**src/ascg_queue.sv**
```systemverilog
// ascg_queue: small first-in first-out queue between the front and back ends.
// Depends on nothing but its parameters; the caller keeps it from overflowing.
module ascg_queue #(
	parameter int WIDTH = 8,
	parameter int DEPTH = 4
) (
	input  logic             clk,
	input  logic             arst_n,
	input  logic             push,
	input  logic [WIDTH-1:0] din,
	input  logic             pop,
	output logic [WIDTH-1:0] dout,
	output logic             valid
);
	localparam int PTRW = (DEPTH > 1) ? $clog2(DEPTH) : 1;
	localparam int CNTW = $clog2(DEPTH + 1);

	logic [WIDTH-1:0] slot_q [DEPTH];
	logic [PTRW-1:0]  wr_ptr_q;
	logic [PTRW-1:0]  rd_ptr_q;
	logic [CNTW-1:0]  count_q;

	always_ff @(posedge clk) begin
		if (push) begin
			slot_q[wr_ptr_q] <= din;
		end
	end

	always_ff @(posedge clk or negedge arst_n) begin
		if (!arst_n) begin
			wr_ptr_q <= '0;
			rd_ptr_q <= '0;
			count_q  <= '0;
		end else begin
			if (push) begin
				wr_ptr_q <= (wr_ptr_q == PTRW'(DEPTH - 1)) ? '0 : wr_ptr_q + 1'b1;
			end
			if (pop) begin
				rd_ptr_q <= (rd_ptr_q == PTRW'(DEPTH - 1)) ? '0 : rd_ptr_q + 1'b1;
			end
			if (push && !pop) begin
				count_q <= count_q + 1'b1;
			end else if (pop && !push) begin
				count_q <= count_q - 1'b1;
			end
		end
	end

	assign dout  = slot_q[rd_ptr_q];
	assign valid = (count_q != '0);

`ifndef SYNTHESIS
	a_no_overflow: assert property (@(posedge clk) disable iff (!arst_n)
		push |-> (count_q < CNTW'(DEPTH)) || pop)
		else $error("queue written while full");
	a_no_underflow: assert property (@(posedge clk) disable iff (!arst_n)
		pop |-> count_q != '0)
		else $error("queue read while empty");
`endif

endmodule

```
**config.mk**
```make
export PLATFORM = sky130hd
export DESIGN_NAME = ascg_queue
export DESIGN_NICKNAME = d
export VERILOG_FILES = /design/src/ascg_queue.sv
export SDC_FILE = /design/constraint.sdc
export NUM_CORES = 1
export LEC_CHECK = 0
export ABC_CLOCK_PERIOD_IN_PS = 1300
export BUFFER_PORTS_ARGS = -buffer_cell sky130_fd_sc_hd__buf_2
export CAP_MARGIN = 5
export CORE_UTILIZATION = 53
export CTS_BUF_LIST = sky130_fd_sc_hd__clkbuf_8
export DETAILED_ROUTE_END_ITERATION = 6
export GPL_TIMING_DRIVEN = 0
export PLACE_DENSITY = 0.88
export SYNTH_ARGS = -nofsm -noshare
export SYNTH_HDL_FRONTEND = slang
export SYNTH_SLANG_ARGS = --single-unit
```
**constraint.sdc**
```tcl
create_clock -name clk -period 1.3 [get_ports clk]
set_clock_uncertainty 0.05 [all_clocks]
set_input_delay 0.065 -clock clk [delete_from_list [all_inputs] [get_ports clk]]
set_output_delay 0.065 -clock clk [all_outputs]
set_load 0.05 [all_outputs]
```
Word-level counts from Yosys, hierarchy flattened
Memory sizes are Yosys's and may differ from the RTL's.
Cells that the tools add are included.
{"block": "classes", "add_sub_neg": 4, "eq_ne": 2, "n_mux": 6, "n_reduce_logical": 6}
{"op": "$mux W3", "n": 2}
{"op": "$add A2 B1 Y2 const B", "n": 2}
{"op": "$eq A2 B2 Y1 const B", "n": 2}
{"op": "$mux W2", "n": 2}
{"op": "$add A3 B1 Y3 const B", "n": 1}
{"op": "$reduce_bool A3 Y1", "n": 1}
{"op": "$sub A3 B1 Y3 const B", "n": 1}
{"op": "$logic_and A1 B1 Y1", "n": 2}
{"op": "$logic_not A1 Y1", "n": 2}
{"op": "$mux W1", "n": 2}
{"op": "$reduce_bool A2 Y1", "n": 1}
{"block": "totals", "ff_bits": 7, "ramBits": 32, "inputBits": 12, "out_inout_bits": 9, "memories": 1}
{"name": "slot_q", "words": 4, "word_bits": 8, "rd": 1, "rd_clocked_by_memory_dff": 0, "write_ports": 1, "line_no": "18", "source": "logic [WIDTH-1:0] slot_q [DEPTH];"}

Longest topological paths before layout
Gate-level depths: netlist of run 1.
{"block": "logic_depth", "ltp_word": 4, "mapped_depth": 7, "ltp_nobuf": 7}

Least setup slack after synthesis of run 1
OpenSTA, ideal clock, no wires.
{"block": "synth_timing", "path_type": "register to register", "startpoint": "register count_q[0]", "endpoint": "register count_q[2]", "setup_time_ps": 79, "arrival_time_ps": 1201, "required_time_ps": 1171, "setup_slack_ps": -30, "stages_incl_launch_ff": 5, "n_path_buf": 0, "path_cell_list": "dfrtp_1 -> fa_1 -> xor2_1 -> nor2_1 -> xor2_1"}
{"block": "synth_via", "elab_chain_cells": 3, "word_cells_on_any_way": 4}
{"element": "start: declaration", "line_no": "21", "source": "logic [CNTW-1:0] count_q;"}
{"element": "start signal: assignment", "line_no": "42", "source": "count_q <= count_q + 1'b1;"}
{"element": "start signal: assignment", "line_no": "44", "source": "count_q <= count_q - 1'b1;"}
{"element": "$sub A3 B1 Y3", "line_no": "44"}
{"element": "$mux W3", "line_no": "43", "source": "end else if (pop && !push) begin"}
{"element": "$mux W3 *", "line_no": "41", "source": "if (push && !pop) begin"}
Every way passes the cells marked *; elsewhere a longest branch is shown, timed or not. The select of a mux whose other input is x is not followed.
A chain may end at the register's enable or synchronous reset.

Final worst setup path of run 1
{"block": "layout_timing", "startpoint": "register rd_ptr_q[0]", "endpoint": "output port dout[4]"}
{"block": "layout_via", "elab_chain_cells": 1}
{"element": "start: declaration", "line_no": "20", "source": "logic [PTRW-1:0] rd_ptr_q;"}
{"element": "start signal: assignment", "line_no": "39", "source": "rd_ptr_q <= (rd_ptr_q == PTRW'(DEPTH - 1)) ? '0 : rd_ptr_q + 1'b1;"}
{"element": "$mem_v2 Z4 W8"}
{"element": "end: declaration", "line_no": "12", "source": "output logic [WIDTH-1:0] dout,"}
No other way between the ends.

==> results of run 1 <==
## cell usage in the layout (no fill, tap or decap), types with 2 or more instances in the layout
cell / n
and2_4: 3
buf_2: 12
buf_4: 3
buf_6: 9
clkbuf_8: 5
dfrtp_1: 6
dlygate4sd3_1: 10
edfxtp_1: 32
ha_1: 6
inv_1: 6
mux2_2: 2
mux4_2: 8
nand2_1: 2
nor2_1: 2
o21ai_0: 2
xor2_1: 2
## synth_stat cells (all sizes together)
| master | number | area share [%] |
|---|---|---|
| o21ai | 2 | 0.64 |
| buf | 2 | 1.0 |
| dfrtp | 7 | 11 |
| mux4 | 8 | 12 |
| inv | 4 | 0.96 |
| xnor2 | 1 | 0.56 |
| a21o | 1 | 0.56 |
| or3 | 1 | 0.40 |
| xor2 | 2 | 1.1 |
| edfxtp | 32 | 62 |
| nand2 | 2 | 0.48 |
| mux2 | 2 | 1.4 |
| fa | 1 | 1.3 |
| nor2 | 2 | 0.48 |
| ha | 6 | 4.8 |
| nor3 | 1 | 0.32 |
| and2 | 4 | 1.6 |
## registers in the layout, indices dropped and copies added, names as in the netlist
name	count
slot_q	32
count_q	3
rd_ptr_q	2
wr_ptr_q	2
## logic make-up (layout without fill, tap and decap cells)
family | count (synthesis) | after routing | share of synthesized area (%)
flip-flops | 39 | 39 | 72.8
multiplexers | 10 | 10 | 13.0
AND/OR/NAND/NOR | 10 | 10 | 3.29
adder cells (fa/ha/maj) | 7 | 7 | 6.09
buffers and inverters | 6 | 48 | 2.00
AO/OA/AOI/OAI | 3 | 3 | 1.20
XOR/XNOR | 3 | 3 | 1.68
## final timing paths
kind,startpoint,endpoint,slack [ns],depth (start not counted)
min in group asynchronous,arst_n,wr_ptr_q[1],0.11,2
setup / recovery,rd_ptr_q[0],dout[4],-0.38,3
hold reg to reg,count_q[2],count_q[2],0.41,1
hold / removal,push,wr_ptr_q[1],0.04,2
setup reg to reg,count_q[1],count_q[2],-0.03,4
max in group asynchronous,arst_n,rd_ptr_q[0],0.92,2
## power breakdown
group,internal [mW],switching [mW],leakage (nW),total (mW)
Sequential,1.64,0.137,0.376,1.78
Combinational,0.935,1.13,0.356,2.06
Clock,0.360,0.392,0.0505,0.753
## metal layers
layer,vias to the layer above,share of wire (%),track usage [%]
li1,381,-,-
met1,391,44,21.7
met2,21,49,28.6
met3,10,2.9,5.76
met4,0,3.8,11.5
met5,-,0,0
## through the flow
stage	instance area, um2	hold WS (ns)	power [mW]	setup WS [ns]
after floorplan	1560	-0.281	3.07	0.0149
after global placement	1700	-0.149	3.34	-0.123
after detailed placement	1700	-0.140	3.42	-0.180
after CTS	1960	0.0284	4.48	-0.377
after global routing	2010	0.0483	4.80	-0.418
final	2010	0.0426	4.59	-0.382
## cell type report
type                            count  area [um2]
Sequential cell                    39        1140
Fill cell                         161         774
Multi-Input combinational cell     33         405
Timing Repair Buffer               34         304
Clock buffer                        5        68.8
Tap cell                           31        38.8
Buffer                              2        25.0
Inverter                            4        15.0
Clock inverter                      3        12.5
## timing repair
| item | 4_1_cts | 5_1_grt |
|---|---|---|
| hold endpoints to repair | 40 | 0 |
| endpoints found under the setup margin | 43 | 27 |
| hold buffers | 10 | 0 |
| gates cloned | 0 | 1 |
| setup buffers | 1 | 2 |
| pin swaps | 4 | 1 |
| gates resized for setup | 25 | 3 |
==> run metrics, run 1 <==
Starting Density=between 50% and 60%; IO buf count=20; DRC viols=0; setup slack after layout=-0.382 ns; crit end category=primary output; failing checks=setup timing; status=complete, but fails checks; Slew Viols, Final=0; Req. time, crit path=around 1.2 ns; Max Cap Viol=0; Die H=56.3 um; crit start category=flip-flop; worst slew pin tran=roughly 0.23 ns; post-synthesis cell type count=18; Synthesis Warnings=0; DR vias=803; Yosys reg bits=39; num rows=19; worst rel slew slack=84.5%; Finished Layout Cells=~150; crit-path cells=clkbuf_16 > mux4_2 > buf_6; clock sink count=39; largest net degree at the start of global routing=12; antenna violations before repair=0; io pins=21; VDD IR max=1.91 mV; GPL Wtd Cong=slightly below 0.7; Core ar.=~0.0028 mm2; Root Driver=clkbuf_8; Seq/Total Area, Yosys=slightly above 70%; Total Nets Final=~140; layout cells sized above 1=40.8%; Die Width=56.3 um; DP Wirelength=approximately 1.6 mm; Worst Path Buf+Inv=2; Max Root-Sink Buffers=2; GRT Resource Usage Total=18.1%; Crit Path Category=flip-flop to primary output; CP peak stage delay=about 0.5 ns; CTS tree=done; Leak=0.782 nW; Post-Syn Instances=approximately 80; family with the most delay on the worst path=multiplexers; final wirelength=~2.6 mm; placed cell count=between 100 and 150; slowest CP cell=mux4_2; Post-Syn Nets=a little under 100; synthesized area per cell=roughly 20 um2; Avg WL per Cell=between 15 and 20 um; count of final setup violators=11; DIE AREA=0.00317 mm2; Area Growth Syn to Fin=28.5%; fmax=between 500 and 600 MHz; remaining global-route overflow=0; n_diodes=0; Util after Layout=72.2%; Final Hold Vio Count=0; ANT nets after route=0; P per Cell Area=2290 mW/mm2; crit path max fanout=5; Mapped Area=roughly 0.0016 mm2; Skew-Pair Late Insertion Delay=~0.28 ns; DR vias/cell=roughly 5.3; Pre-antenna DRT Iters=4; Critical Path AT=1.57 ns; TNS Setup=-2.99 ns; RSZ-0062 raised after global routing=true; vias in the first global route=around 830; min cycle time layout=1.68 ns; initial DRC count=16; CTS Buf Count=5; first-pass GRT wire length=~4 mm; Clk pin slew, worst setup/hold paths=0.07 ns; crit share post-route=129%; Worst Hold Class=input pin to flip-flop; number of H-tree levels=2
(Power assumes the default switching activity.)
==> inputs of run 2 (changes only) <==
--- a/config.mk
+++ b/config.mk
@@ -5,6 +5,7 @@
 export SDC_FILE = /design/constraint.sdc
 export NUM_CORES = 1
 export LEC_CHECK = 0
+export ABC_AREA = 1
 export ABC_CLOCK_PERIOD_IN_PS = 1300
 export BUFFER_PORTS_ARGS = -buffer_cell sky130_fd_sc_hd__buf_2
 export CAP_MARGIN = 5
==> run 2 against run 1 <==
Effect of this change:
- the run still ends with setup timing left
- routed wire length up 31%
- clock power down 2%
- register-to-register slack gained 0.03 ns
- critical path depth grew 4
- largest cell class unchanged
- non-clock buffer count up 8
- core utilization is 1.5 points higher
- via count grew 46%
- critical endpoint unchanged
- power grew 11%
- sequential share of layout area down 6.2 points
- clock-buffer cell count is the same
- combinational power rose by 26%
==> run metrics, run 2 <==
status=complete, but fails checks; failing checks=setup timing; most used routing layer in global routing=met2; grt met2 use=~39%; Req. time, crit path=~1.2 ns; main area contributors after synthesis=edfxtp_1, dfrtp_1, nand2_1; Slew Viols, Final=0; Yosys reg bits=39; max reg flops=32; fmax=around 650 MHz; Crit Path Category=flip-flop to primary output; Area Growth Syn to Fin=31.9%; DIE AREA=around 0.0034 mm2; ANT nets after route=0; biggest area consumer among synthesized cells=edfxtp_1; IO buf count=20; number of H-tree levels=2; Final Hold Vio Count=0; Die Width=58.7 um; Post-Syn Instances=145; CTS tree=done; Top FF cell, synth=edfxtp_1; VDD IR max=approximately 1.0 mV; Critical Path AT=1.41 ns; count of final setup violators=8; Mapped Area=around 0.0017 mm2; Biggest register=slot_q; Clk pin slew, worst setup/hold paths=0.06 ns; Max Root-Sink Buffers=2; asr flop ratio synth=17.9%; crit share post-route=118%; Hold Slack=between 0.02 and 0.025 ns; Max Cap Viol=0; Reg area=0.00114 mm2; worst slew pin tran=0.248 ns; largest registers=slot_q x32, count_q x3; crit path max fanout=7; Seq/Total Area, Yosys=66.6%; CTS Buf Count=5; Post-synth EDFFs=32; post-synthesis cell type count=17; Multi-input gate area=slightly below 500 um2; GRT Resource Usage Total=a little over a fifth; Final Power=approximately 5.1 mW; Pre-antenna DRT Iters=4; Post-synth top cells=nand2_1, edfxtp_1, inv_1; crit start category=flip-flop; Skew-Pair Late Insertion Delay=0.29 ns; most frequent cells in the layout=nand2_1, edfxtp_1, inv_1, o211ai_1, buf_2; DP Wirelength=a little over 2 mm; Root Driver=clkbuf_8; pre-CTS setup slack=-0.136 ns; largest net degree at the start of global routing=12; min cycle time layout=1.53 ns; DRC viols=0; fillers=200; P per Cell Area=2280 mW/mm2; setup slack after layout=-0.229 ns; initial DRC count=between 70 and 80; Synthesis Warnings=0; n_diodes=0; share of the synthesized area in the top cell type=a little under three fifths; met1 Usage GRT=roughly 23%; Starting Density=a little under three fifths; vias in the first global route=around 1200; Avg WL per Cell=~14 um; count leader, synth=nand2_1; crit end category=primary output; final wirelength=between 3 and 4 mm; Core ar.=0.00305 mm2; remaining global-route overflow=0; Util after Layout=between 70 and 80%; RSZ-0062 raised after global routing=true; num rows=20; Die H=58.7 um; Leak=just under 1 nW; clock sink count=39; io pins=21; antenna violations before repair=0; grt met3 use=~4.8%; DR vias=between 1000 and 1500; Worst Hold Class=input pin to flip-flop; first-pass GRT wire length=between 5 and 6 mm; Post-Syn Nets=about 160; synthesized area per cell=roughly 12 um2; layout cells sized above 1=a little under a third; worst rel slew slack=83.6%; GPL Wtd Cong=0.766; DR vias/cell=approximately 5.0; Total Nets Final=about 210
run 2: final timing paths:
| path | slack, ns | cells past startpoint | end | from |
|---|---|---|---|---|
| min in group asynchronous | 0.09 | 2 | count_q[1] | arst_n |
| worst min-delay path | 0.02 | 3 | rd_ptr_q[0] | pop |
| worst max-delay path | -0.23 | 7 | dout[4] | rd_ptr_q[0] |
| max in group asynchronous | 0.95 | 2 | rd_ptr_q[0] | arst_n |
| worst min register to register | 0.46 | 2 | count_q[2] | count_q[2] |
| worst max register to register | 0 | 4 | slot_q[0][0] | wr_ptr_q[1] |
run 2: cell type report:
type	instances	share of cell area, %
flip-flops and latches	39	50.5
inverters	29	5.62
multi-input cells	73	21.4
clock buffers	5	3.06
plain buffers	4	1.95
well taps	44	2.45
clock inverters	3	0.556
repair buffers	40	14.5
run 2: power breakdown:
| group | leakage [nW] | switching [mW] | internal (mW) |
|---|---|---|---|
| sequential | 0.379 | 0.142 | 1.64 |
| clock | 0.0505 | 0.376 | 0.360 |
| combinational | 0.559 | 1.61 | 0.997 |
| total | 0.988 | 2.12 | 2.99 |
run 2: kinds of logic (layout without fill, tap and decap cells):
logic type	after synthesis	after routing	synth area share, %
xor gates and xnor gates	1	1	0.514
adders and majority gates	7	7	5.58
and+or+nand+nor	45	45	10.1
DFF	39	39	66.6
AOI/OAI and AO/OA	20	20	8.22
buffers and inverters	33	81	8.95
run 2: worst max-delay path, stage by stage, from the launching register on:
cell      delay [ns]
dfrtp_1         0.40
inv_4           0.08
buf_4           0.13
buf_4           0.12
nand2_2         0.05
o211ai_1        0.08
nand2_1         0.10
buf_6           0.16
run 2: stage by stage:
stage / std cells / area [um2] / setup TNS (ns)
finish: 237 / 2250 / -1.35
global route: 237 / 2250 / -2.36
CTS: 233 / 2150 / -1.63
detailed placement: 209 / 1860 / -2.49
global placement: 209 / 1860 / -0.668
floorplan: 145 / 1710 / 0
run 2: metal layers:
layer	vias to the layer above	share of wire (%)
met2	27	58
met4	0	1.5
met3	6	3.3
li1	575	-
met1	566	38
met5	-	0
run 2: repair_timing:
| item | in CTS | in global routing |
|---|---|---|
| resized for setup | 25 | 19 |
| setup endpoints to repair | 33 | 36 |
| hold buffers | 10 | 0 |
| endpoints found under the hold margin | 40 | 0 |
| gates cloned | 1 | 0 |
| setup buffers | 5 | 4 |
| pin swaps | 3 | 5 |
