### src/ascg_pkg.sv
// ascg_pkg: shared types and constants of the anaglyph to side-by-side gray block.
// No dependencies; the top level, ascg_front, ascg_back and the testbench import it.
package ascg_pkg;

	localparam int PIX_BITS       = 8;
	localparam int COEF_BITS      = 16;
	localparam int ROW_WIDTH_BITS = 12;
	localparam int CFG_INDEX_BITS = 3;
	localparam int CFG_DATA_BITS  = 16;
	localparam int PROD_BITS      = COEF_BITS + PIX_BITS + 1;
	localparam int SUM_BITS       = PROD_BITS + 2;
	localparam int QUEUE_DEPTH    = 4;

	// register map of the write port
	typedef enum logic [CFG_INDEX_BITS-1:0] {
		REG_ROW_WIDTH        = 3'd0,
		REG_COEF_LEFT_RED    = 3'd1,
		REG_COEF_LEFT_GREEN  = 3'd2,
		REG_COEF_LEFT_BLUE   = 3'd3,
		REG_COEF_RIGHT_RED   = 3'd4,
		REG_COEF_RIGHT_GREEN = 3'd5,
		REG_COEF_RIGHT_BLUE  = 3'd6
	} cfg_reg_t;

	localparam logic [ROW_WIDTH_BITS-1:0] ROW_WIDTH_RESET        = 12'd1280;
	localparam logic signed [COEF_BITS-1:0] COEF_LEFT_RED_RESET    = -16'sd154;
	localparam logic signed [COEF_BITS-1:0] COEF_LEFT_GREEN_RESET  = 16'sd5342;
	localparam logic signed [COEF_BITS-1:0] COEF_LEFT_BLUE_RESET   = 16'sd1038;
	localparam logic signed [COEF_BITS-1:0] COEF_RIGHT_RED_RESET   = 16'sd3072;
	localparam logic signed [COEF_BITS-1:0] COEF_RIGHT_GREEN_RESET = -16'sd267;
	localparam logic signed [COEF_BITS-1:0] COEF_RIGHT_BLUE_RESET  = -16'sd52;

	// what the back end has to do with one word
	typedef struct packed {
		logic wr_en;  // pixel: write both gray values
		logic emit;   // a previous row exists: send one byte pair
		logic last;   // pair completes an output row
		logic sel0;   // first byte comes from the right row store
		logic sel1;   // second byte comes from the right row store
	} item_ctl_t;

endpackage

### src/ascg_front.sv
// ascg_front: input side. Holds the registers, tracks row position and bank,
// forms both gray values and the store addresses. Uses ascg_pkg.
module ascg_front #(
	parameter int MAX_WIDTH = 2048,
	parameter int FRAC_BITS = 12,
	localparam int AW = $clog2(2 * MAX_WIDTH)
) (
	input  logic                                 clk,
	input  logic                                 arst_n,
	input  logic                                 cfg_we,
	input  logic [ascg_pkg::CFG_INDEX_BITS-1:0]  cfg_index,
	input  logic [ascg_pkg::CFG_DATA_BITS-1:0]   cfg_data,
	input  logic                                 s_tvalid,
	output logic                                 s_tready,
	input  logic [23:0]                          s_tdata,
	input  logic                                 s_tuser,
	input  logic                                 pop,
	output logic                                 push,
	output ascg_pkg::item_ctl_t                  push_ctl,
	output logic [AW-1:0]                        push_waddr,
	output logic [ascg_pkg::PIX_BITS-1:0]        push_wleft,
	output logic [ascg_pkg::PIX_BITS-1:0]        push_wright,
	output logic [AW-1:0]                        push_raddr0,
	output logic [AW-1:0]                        push_raddr1
);
	import ascg_pkg::*;

	localparam int CW   = (MAX_WIDTH > 2) ? $clog2(MAX_WIDTH) : 1;
	localparam int WW   = $clog2(MAX_WIDTH + 1);
	localparam int QCW  = $clog2(QUEUE_DEPTH + 1);

	// registers
	logic [ROW_WIDTH_BITS-1:0]   row_width_q;
	logic signed [COEF_BITS-1:0] coef_lr_q, coef_lg_q, coef_lb_q;
	logic signed [COEF_BITS-1:0] coef_rr_q, coef_rg_q, coef_rb_q;

	// row tracking
	logic [CW-1:0] column_q;
	logic          write_bank_q;
	logic          row_ready_q;
	logic [QCW-1:0] reserved_q;

	logic          acc;
	logic [WW-1:0] width_eff;
	logic [CW-1:0] col_cur;
	logic          row_last;
	logic [PIX_BITS-1:0] red, green, blue;
	logic signed [PROD_BITS-1:0] p_lr, p_lg, p_lb, p_rr, p_rg, p_rb;

	// stage 1
	logic          valid_s1;
	logic          write_s1, emit_s1, last_s1, bank_s1;
	logic [CW-1:0] col_s1;
	logic [WW-1:0] width_s1;
	logic signed [PROD_BITS-1:0] p_lr_s1, p_lg_s1, p_lb_s1, p_rr_s1, p_rg_s1, p_rb_s1;

	// stage 2
	logic          valid_s2;
	item_ctl_t     ctl_s2;
	logic [AW-1:0] waddr_s2, raddr0_s2, raddr1_s2;
	logic [PIX_BITS-1:0] wleft_s2, wright_s2;

	logic signed [SUM_BITS-1:0] sum_left, sum_right;
	logic [AW-1:0] pos0, pos1, wext, idx0, idx1, rbase, wbase;
	logic          sel0, sel1;

	function automatic logic [PIX_BITS-1:0] clamp_gray(logic signed [SUM_BITS-1:0] s);
		logic [PIX_BITS-1:0] g;
		if (s[SUM_BITS-1]) begin
			g = '0;
		end else if (|s[SUM_BITS-2:FRAC_BITS+PIX_BITS]) begin
			g = '1;
		end else begin
			g = s[FRAC_BITS+PIX_BITS-1:FRAC_BITS];
		end
		return g;
	endfunction

	function automatic logic signed [SUM_BITS-1:0] ext_prod(logic signed [PROD_BITS-1:0] p);
		return {{(SUM_BITS - PROD_BITS){p[PROD_BITS-1]}}, p};
	endfunction

	always_ff @(posedge clk or negedge arst_n) begin
		if (!arst_n) begin
			row_width_q <= ROW_WIDTH_RESET;
			coef_lr_q   <= COEF_LEFT_RED_RESET;
			coef_lg_q   <= COEF_LEFT_GREEN_RESET;
			coef_lb_q   <= COEF_LEFT_BLUE_RESET;
			coef_rr_q   <= COEF_RIGHT_RED_RESET;
			coef_rg_q   <= COEF_RIGHT_GREEN_RESET;
			coef_rb_q   <= COEF_RIGHT_BLUE_RESET;
		end else if (cfg_we) begin
			case (cfg_reg_t'(cfg_index))
				REG_ROW_WIDTH:        row_width_q <= cfg_data[ROW_WIDTH_BITS-1:0];
				REG_COEF_LEFT_RED:    coef_lr_q   <= cfg_data;
				REG_COEF_LEFT_GREEN:  coef_lg_q   <= cfg_data;
				REG_COEF_LEFT_BLUE:   coef_lb_q   <= cfg_data;
				REG_COEF_RIGHT_RED:   coef_rr_q   <= cfg_data;
				REG_COEF_RIGHT_GREEN: coef_rg_q   <= cfg_data;
				REG_COEF_RIGHT_BLUE:  coef_rb_q   <= cfg_data;
				default: ;
			endcase
		end
	end

	// saturate the width to 2..MAX_WIDTH
	always_comb begin
		if (row_width_q < ROW_WIDTH_BITS'(2)) begin
			width_eff = WW'(2);
		end else if ({1'b0, row_width_q} > (ROW_WIDTH_BITS + 1)'(MAX_WIDTH)) begin
			width_eff = WW'(MAX_WIDTH);
		end else begin
			width_eff = WW'(row_width_q);
		end
	end

	// a width shrunk mid-row pulls the column back to the new last one
	always_comb begin
		if (AW'(column_q) >= AW'(width_eff)) begin
			col_cur = CW'(width_eff - 1'b1);
		end else begin
			col_cur = column_q;
		end
	end

	assign row_last = (AW'(col_cur) == AW'(width_eff) - AW'(1));
	assign s_tready = (reserved_q < QCW'(QUEUE_DEPTH));
	assign acc      = s_tvalid && s_tready;

	assign red   = s_tdata[7:0];
	assign green = s_tdata[15:8];
	assign blue  = s_tdata[23:16];

	assign p_lr = coef_lr_q * $signed({1'b0, red});
	assign p_lg = coef_lg_q * $signed({1'b0, green});
	assign p_lb = coef_lb_q * $signed({1'b0, blue});
	assign p_rr = coef_rr_q * $signed({1'b0, red});
	assign p_rg = coef_rg_q * $signed({1'b0, green});
	assign p_rb = coef_rb_q * $signed({1'b0, blue});

	always_ff @(posedge clk or negedge arst_n) begin
		if (!arst_n) begin
			column_q     <= '0;
			write_bank_q <= 1'b0;
			row_ready_q  <= 1'b0;
			reserved_q   <= '0;
			valid_s1     <= 1'b0;
			valid_s2     <= 1'b0;
		end else begin
			valid_s1 <= acc;
			valid_s2 <= valid_s1;
			if (acc) begin
				if (row_last) begin
					column_q     <= '0;
					write_bank_q <= !write_bank_q;
					row_ready_q  <= 1'b1;
				end else begin
					column_q <= col_cur + 1'b1;
				end
			end
			if (acc && !pop) begin
				reserved_q <= reserved_q + 1'b1;
			end else if (pop && !acc) begin
				reserved_q <= reserved_q - 1'b1;
			end
		end
	end

	always_ff @(posedge clk) begin
		if (acc) begin
			write_s1 <= !s_tuser;
			emit_s1  <= row_ready_q;
			last_s1  <= row_last;
			bank_s1  <= write_bank_q;
			col_s1   <= col_cur;
			width_s1 <= width_eff;
			p_lr_s1  <= p_lr;
			p_lg_s1  <= p_lg;
			p_lb_s1  <= p_lb;
			p_rr_s1  <= p_rr;
			p_rg_s1  <= p_rg;
			p_rb_s1  <= p_rb;
		end
	end

	assign sum_left  = ext_prod(p_lr_s1) + ext_prod(p_lg_s1) + ext_prod(p_lb_s1);
	assign sum_right = ext_prod(p_rr_s1) + ext_prod(p_rg_s1) + ext_prod(p_rb_s1);

	// output positions 2c and 2c+1; past the width they fall in the right row
	assign pos0  = {col_s1, 1'b0};
	assign pos1  = {col_s1, 1'b1};
	assign wext  = AW'(width_s1);
	assign sel0  = (pos0 >= wext);
	assign sel1  = (pos1 >= wext);
	assign idx0  = sel0 ? pos0 - wext : pos0;
	assign idx1  = sel1 ? pos1 - wext : pos1;
	assign rbase = bank_s1 ? AW'(0) : AW'(MAX_WIDTH);
	assign wbase = bank_s1 ? AW'(MAX_WIDTH) : AW'(0);

	always_ff @(posedge clk) begin
		if (valid_s1) begin
			ctl_s2.wr_en <= write_s1;
			ctl_s2.emit  <= emit_s1;
			ctl_s2.last  <= last_s1;
			ctl_s2.sel0  <= sel0;
			ctl_s2.sel1  <= sel1;
			waddr_s2     <= wbase + AW'(col_s1);
			raddr0_s2    <= rbase + idx0;
			raddr1_s2    <= rbase + idx1;
			wleft_s2     <= clamp_gray(sum_left);
			wright_s2    <= clamp_gray(sum_right);
		end
	end

	assign push        = valid_s2;
	assign push_ctl    = ctl_s2;
	assign push_waddr  = waddr_s2;
	assign push_wleft  = wleft_s2;
	assign push_wright = wright_s2;
	assign push_raddr0 = raddr0_s2;
	assign push_raddr1 = raddr1_s2;

`ifndef SYNTHESIS
	a_credit_covers_pipe: assert property (@(posedge clk) disable iff (!arst_n)
		(QCW'(valid_s1) + QCW'(valid_s2)) <= reserved_q)
		else $error("words in flight exceed reserved queue slots");
`endif

endmodule

### config.mk
export PLATFORM = sky130hd
export DESIGN_NAME = ascg_front
export DESIGN_NICKNAME = d
export VERILOG_FILES = /design/src/ascg_pkg.sv /design/src/ascg_front.sv
export SDC_FILE = /design/constraint.sdc
export NUM_CORES = 2
export LEC_CHECK = 0
export BUFFER_PORTS_ARGS = -buffer_cell sky130_fd_sc_hd__buf_2
export CORE_MARGIN = 3
export CORE_UTILIZATION = 55
export CTS_BUF_LIST = sky130_fd_sc_hd__clkbuf_8
export CTS_CLUSTER_DIAMETER = 60
export DETAILED_ROUTE_END_ITERATION = 6
export HOLD_SLACK_MARGIN = 0.03
export MAX_ROUTING_LAYER = met4
export PLACE_DENSITY_LB_ADDON = 0.3
export SKIP_LAST_GASP = 1
export SLEW_MARGIN = 0
export SYNTH_ARGS = -nofsm -noshare
export SYNTH_HDL_FRONTEND = slang
export SYNTH_SLANG_ARGS = --single-unit
### constraint.sdc
create_clock -name clk -period 7.15 [get_ports clk]
set_input_delay 0.3575 -clock clk [delete_from_list [all_inputs] [get_ports clk]]
set_output_delay 0.3575 -clock clk [all_outputs]
set_load 0.05 [all_outputs]
# After elaboration in Yosys (flattened, before gate mapping)
# Index checks and enable logic that the tools add are counted.
# Widths: inputs -> output; s select.
[word_totals]
wordCells = 98
register_bits = 360
output_inout_bits = 59
[op_classes]
n_eq_ne = 7
order_cmp = 6
mul = 6
n_addsub = 13
mux = 12
reduce_logical = 19
[ops]
columns = ["op", "n"]
rows = [
  ["$mul 16x9->25", 6],
  ["$mux 12", 6],
  ["$add 26x25->27", 2],
  ["$add 25x25->26", 2],
  ["$add 12x12->12", 2],
  ["$ge 12x12->1", 2],
  ["$sub 12x12->12", 2],
  ["$mux 11", 2],
  ["$mux 8", 2],
  ["$reduce_and 2->1", 8],
  ["$add 12x11->12", 1],
  ["$eq 11x12->1", 1],
  ["$ge 11x12->1", 1],
  ["$gt 12x12->1 const B", 1],
  ["$lt 12x2->1 const B", 1],
  ["$reduce_or 6->1", 2],
  ["$sub 12x1->12 const B", 1],
  ["$add 11x1->11 const B", 1],
  ["$eq 3x3->1 const B", 3],
  ["$eq 3x2->1 const B", 2],
  ["$mux 3", 2],
  ["$logic_not 1->1", 4],
  ["$add 3x1->3 const B", 1],
  ["$eq 3x1->1 const B", 1],
  ["other kinds (5)", 7],
]

# Longest topological paths before layout
[depth]
depth_word = 7
depth_mapped = 22

# Least setup slack after synthesis
# No wires, ideal clock.
[synth_path]
path_type = "register -> register"
from = "register reserved_q[2]"
to = "register reserved_q[2]"
arrival_ps = 5932
path_stages_with_launch = 10
slack_ps = 1078
cell_sequence = "dfrtp_1 inv_1 nand2_1 inv_1 ha_1 inv_1 fa_1 xor2_1 nor2_1 xnor2_1"
[synth_between]
elab_chain_cells = 5
elab_cells_between_ends = 10
cone_classes = "2 x add/sub; 1 x order compare; 2 x mux; 5 x reduce/logical"
[synth_lines]
columns = ["element", "line_no", "rtl"]
rows = [
  ["start, declared", "ascg_front.sv:41", "logic [QCW-1:0] reserved_q;"],
  ["start signal, assigned", "ascg_front.sv:162", "reserved_q <= reserved_q + 1'b1;"],
  ["start signal, assigned", "ascg_front.sv:164", "reserved_q <= reserved_q - 1'b1;"],
  ["$lt 3x3->1 (*)", "ascg_front.sv:127", "assign s_tready = (reserved_q < QCW'(QUEUE_DEPTH));"],
  ["named net s_tready", "ascg_front.sv:14", "output logic s_tready,"],
  ["$logic_and 1x1->1 (*)", "ascg_front.sv:128", "assign acc = s_tvalid && s_tready;"],
  ["named net acc", "ascg_front.sv:43", "logic acc;"],
  ["$logic_not 1->1", "ascg_front.sv:163", "end else if (pop && !acc) begin"],
  ["$logic_and 1x1->1", "ascg_front.sv:163", ""],
  ["$reduce_bool 2->1 (no source line)", "n/a", ""],
]
# Mark *: on every way through the listed nets, which the timed path passes. The rest lies on a longest branch. The select of a mux whose other input is x is not followed.
# A chain may end at the register's enable or synchronous reset.

# Final worst setup path
[layout_path]
from = "register coef_rg_q[7]"
to = "register p_rg_s1[24], data pin"
[layout_between]
elab_chain_cells = 1
[layout_lines]
columns = ["element", "line_no", "rtl"]
rows = [
  ["start, declared", "ascg_front.sv:35", "logic signed [COEF_BITS-1:0] coef_rr_q, coef_rg_q, coef_rb_q;"],
  ["start signal, assigned", "ascg_front.sv:99", "REG_COEF_RIGHT_GREEN: coef_rg_q <= cfg_data;"],
  ["$mul 16x9->25", "ascg_front.sv:138", "assign p_rg = coef_rg_q * $signed({1'b0, green});"],
  ["named net p_rg[24]", "ascg_front.sv:48", "logic signed [PROD_BITS-1:0] p_lr, p_lg, p_lb, p_rr, p_rg, p_rb;"],
  ["end signal, assigned", "ascg_front.sv:181", "p_rg_s1 <= p_rg;"],
  ["end, declared", "ascg_front.sv:55", "logic signed [PROD_BITS-1:0] p_lr_s1, p_lg_s1, p_lb_s1, p_rr_s1, p_rg_s1, p_rb_s1;"],
]
# The timed path passes the listed nets, and every way through them passes these cells.

==> flow_summary.yaml <==
outcome:
  outcome: "finished clean"
route:
  routed_wl_um: 99700
  drc: 0
  dr.pass1.iters: 7
  viasPerCell: 5.34
  ant_nets: 0
  via_count: 30100
  drtIter0Drc: 1773
  avgRoutedWirePerCell_um: 17.7
cts:
  cts_max_path_buffers: 3
  htreeDepth: 3
  cts_sinks: 360
  clock_latency_ns: 0.70
  path_clk_slew_ns: 0.06
  cts_buffers: 68
  cts_tree: "yes"
  cts_root_buf: "clkbuf_8"
timing:
  rsz0062_at_grt: "false"
  maxSlewHeadroom_pct: 22.1
  finalCriticalPeriod_ns: 5.88
  worstMarginPinSlew_ns: 1.16
  hold_ws_ns: 0.124
  tns_ns: 0
  post-route-period-util_pct: 82.2
  finalHoldViolCount: 0
  setup_violations: 0
  fmax_ghz: 0.170
  skew_ns: 0.0459
  slew_violations: 0
floorplanning:
  die_width_um: 289
  initial_utilization_pct: 55.8
  die_h_um: 289
  num_rows: 103
  coreArea_mm2: 0.0793
  io_pins: 108
  die_area_mm2: 0.0838
synthesis:
  syn_nets: 5542
  synth_enable_flop_cells: 234
  async_reset_ff_share_pct: 35.0
  syn_area_per_cell_um2: 9.93
  ys_seq_elements: 360
  syn-cell-area_mm2: 0.0442
  ys_seq_area_share_pct: 23.2
  yosysWarningCount: 0
  synthCells: 4453
  synth_ff_type: "edfxtp_1"
  synthDistinctLibCells: 75
critical_path:
  r2r_slack_ns: 1.27
  reg2reg_from: "coef_rg_q[7]"
  crit_required_ns: 7.60
  cp_num_buf_inv: 3
  crit_path_start: "coef_rg_q[7]"
  path_cells: "nand2_1 > fa_1 > inv_1 > fa_1 > inv_1 > fa_1 > fa_1 > inv_1 > ha_1 > o21ai_0 > a21boi_0 > o21ai_0 > a21oi_1 > nor2_1 > a2111oi_0 > a2111oi_0 > o21a_1 > a211oi_1"
  r2r_end: "p_rg_s1[24]"
  critical-path-top-cell-by-count: "fa_1"
  crit_path_max_fanout: 9
  cp-end-kind: "register"
  critPathSlowestCell: "dfstp_2"
  worst-setup-path-type: "register to register"
  cp-start-kind: "register"
  cpLargestDelayFamily: "adder cells"
  crit_arrival_ns: 6.33
  reg2reg_depth: 18
  cpPeakStageDelay_ns: 0.64
placed_design:
  dp_hpwl_um: 77100
  gp_congestion: 0.910
  io_buffers: 107
  place_area_mm2: 0.0457
hold_path:
  holdPathEnd: "reserved_q[0]"
  whs_path_depth: 4
  min_from: "pop"
  hold_class: "input port to register"
cells_and_area:
  layout.nets: 5609
  final_cell_area_mm2: 0.0472
  fillers: 6728
  syn2layout_area_growth_pct: 6.78
  layout-drive-gt1-share_pct: 9.05
job:
  max_cap_violations: 0
global_routing:
  grt_use_total_pct: 25.8
  grt_overflow: 0
  antenna_found_initial: 12
  grt_pass1_vias: 31600
  grt_max_degree: 104
  grt_first_pass_wirelength_um: 165000
-- registers in the layout, summed over array words and instances (netlist names), 3 cells and up --
signal	count
coef_lb_q	16
coef_lg_q	16
coef_lr_q	16
coef_rb_q	16
coef_rg_q	16
coef_rr_q	16
col_s1	11
column_q	11
p_lb_s1	25
p_lg_s1	25
p_lr_s1	25
p_rb_s1	25
p_rg_s1	25
p_rr_s1	25
push_ctl	5
push_raddr0	12
push_raddr1	12
push_waddr	12
push_wleft	8
push_wright	8
reserved_q	3
row_width_q	12
wext	12
-- cell families after synthesis --
kind of cell / count (synthesis) / share of synthesized area (%)
simple gates: 1229 / 14.1
mux: 124 / 3.14
flops: 360 / 23.2
compound gates: 410 / 5.91
buf+inv: 1111 / 9.45
xor+xnor: 179 / 3.56
fa+ha+maj: 1040 / 40.7
-- layer usage --
layer | vias to the layer above | global-route usage (%) | routed length, µm
li1 | 14100 | - | -
met4 | 0 | 9.94 | 3630
met1 | 15200 | 32.8 | 42900
met5 | - | - | 0
met2 | 722 | 42.1 | 48500
met3 | 179 | 3.67 | 4760
-- worst max path at each step --
| stage | endpoint | slack, ns | cells after the start |
|---|---|---|---|
| after global routing | p_rb_s1[24] | 0.95 | 18 |
| final | p_rg_s1[24] | 1.27 | 18 |
| after global placement | p_rg_s1[24] | 1.05 | 19 |
| after CTS | p_rg_s1[24] | 1.32 | 18 |
| after floorplan | reserved_q[2] | 1.08 | 9 |
| after detailed placement | p_rg_s1[24] | 0.99 | 19 |
-- cell usage after synthesis (4+ instances only) --
| cell | n | area [µm²] |
|---|---|---|
| a21boi_0 | 8 | 60.1 |
| nor3_1 | 44 | 220 |
| a21oi_1 | 142 | 711 |
| a311oi_1 | 4 | 35.0 |
| nand4_1 | 15 | 93.8 |
| a31oi_1 | 11 | 68.8 |
| o21a_1 | 26 | 195 |
| inv_1 | 989 | 3710 |
| and3_1 | 25 | 156 |
| dfstp_2 | 53 | 1390 |
| dfrtp_1 | 73 | 1830 |
| clkbuf_1 | 109 | 409 |
| a211o_1 | 5 | 43.8 |
| edfxtp_1 | 234 | 7030 |
| a21o_1 | 48 | 360 |
| mux2i_1 | 8 | 80.1 |
| a211oi_1 | 19 | 143 |
| nand4b_1 | 4 | 35.0 |
| ha_1 | 377 | 4720 |
| nor4_1 | 12 | 75.1 |
| or3_1 | 18 | 113 |
| nand2_1 | 448 | 1680 |
| and2_1 | 416 | 2600 |
| o211ai_1 | 13 | 97.6 |
| or2_2 | 8 | 50.1 |
| nor2b_1 | 23 | 144 |
| o21bai_1 | 10 | 75.1 |
| o21ai_1 | 4 | 20.0 |
| fa_1 | 663 | 13300 |
| mux2_2 | 116 | 1310 |
| xor2_1 | 52 | 455 |
| xnor2_1 | 126 | 1100 |
| nand3_1 | 46 | 230 |
| o31ai_1 | 13 | 97.6 |
| buf_1 | 12 | 45.0 |
| or4_1 | 4 | 30.0 |
| a2111oi_0 | 7 | 61.3 |
| nor3b_1 | 7 | 52.6 |
| nor2_1 | 123 | 462 |
| nand2b_1 | 23 | 144 |
| o21ai_0 | 68 | 340 |
-- cell usage in the layout (no fill, tap or decap), types with 26 or more instances in the layout --
master / n
xnor2_1: 126
fa_1: 663
and2_1: 416
nor2_1: 123
dfstp_2: 53
o21a_1: 26
clkbuf_8: 71
xor2_1: 52
mux2_2: 116
nand3_1: 46
edfxtp_1: 234
ha_1: 377
o21ai_0: 68
nor3_1: 42
a21o_1: 48
buf_2: 106
inv_1: 1004
nand2_1: 448
a21oi_1: 142
dfrtp_1: 72
-- worst register-to-register path: stages, from the launching register on --
cell and delay [ns]:
dfstp_2 0.64, nand2_1 0.11, fa_1 0.57, inv_1 0.06, fa_1 0.51, inv_1 0.06, fa_1 0.49, fa_1 0.50
inv_1 0.04, ha_1 0.31, o21ai_0 0.12, a21boi_0 0.32, o21ai_0 0.18, a21oi_1 0.23, nor2_1 0.11, a2111oi_0 0.56
a2111oi_0 0.21, o21a_1 0.23, a211oi_1 0.38
-- timing repair --
action	in CTS	in global routing
endpoints found under the setup margin	0	0
gates resized for setup	0	0
setup buffers	0	0
hold buffers	2	0
hold endpoints to repair	39	0
-- area by class of cell --
| cell class | instances | area, µm² | area share [%] |
|---|---|---|---|
| diodes | 15 | 37.5 | 0.0795 |
| multi-input cells | 2982 | 29800 | 63.1 |
| clock inverters | 55 | 468 | 0.992 |
| flip-flops and latches | 360 | 10200 | 21.7 |
| inverters | 989 | 3720 | 7.88 |
| clock buffers | 71 | 977 | 2.07 |
| well taps | 1050 | 1310 | 2.78 |
| repair buffers | 119 | 637 | 1.35 |
-- per-stage QoR --
stage | util (%) | instances | setup WS [ns]
after detailed placement | 57.6 | 5498 | 0.991
after global routing | 59.5 | 5636 | 0.952
after global placement | 57.6 | 5498 | 1.05
final | 59.5 | 5641 | 1.27
after floorplan | - | 4453 | 1.08
after CTS | 59.5 | 5626 | 1.32
Power is left out: the tool's default activity adds up to more than one toggle a clock period on the data nets, which glitch-free logic cannot reach.
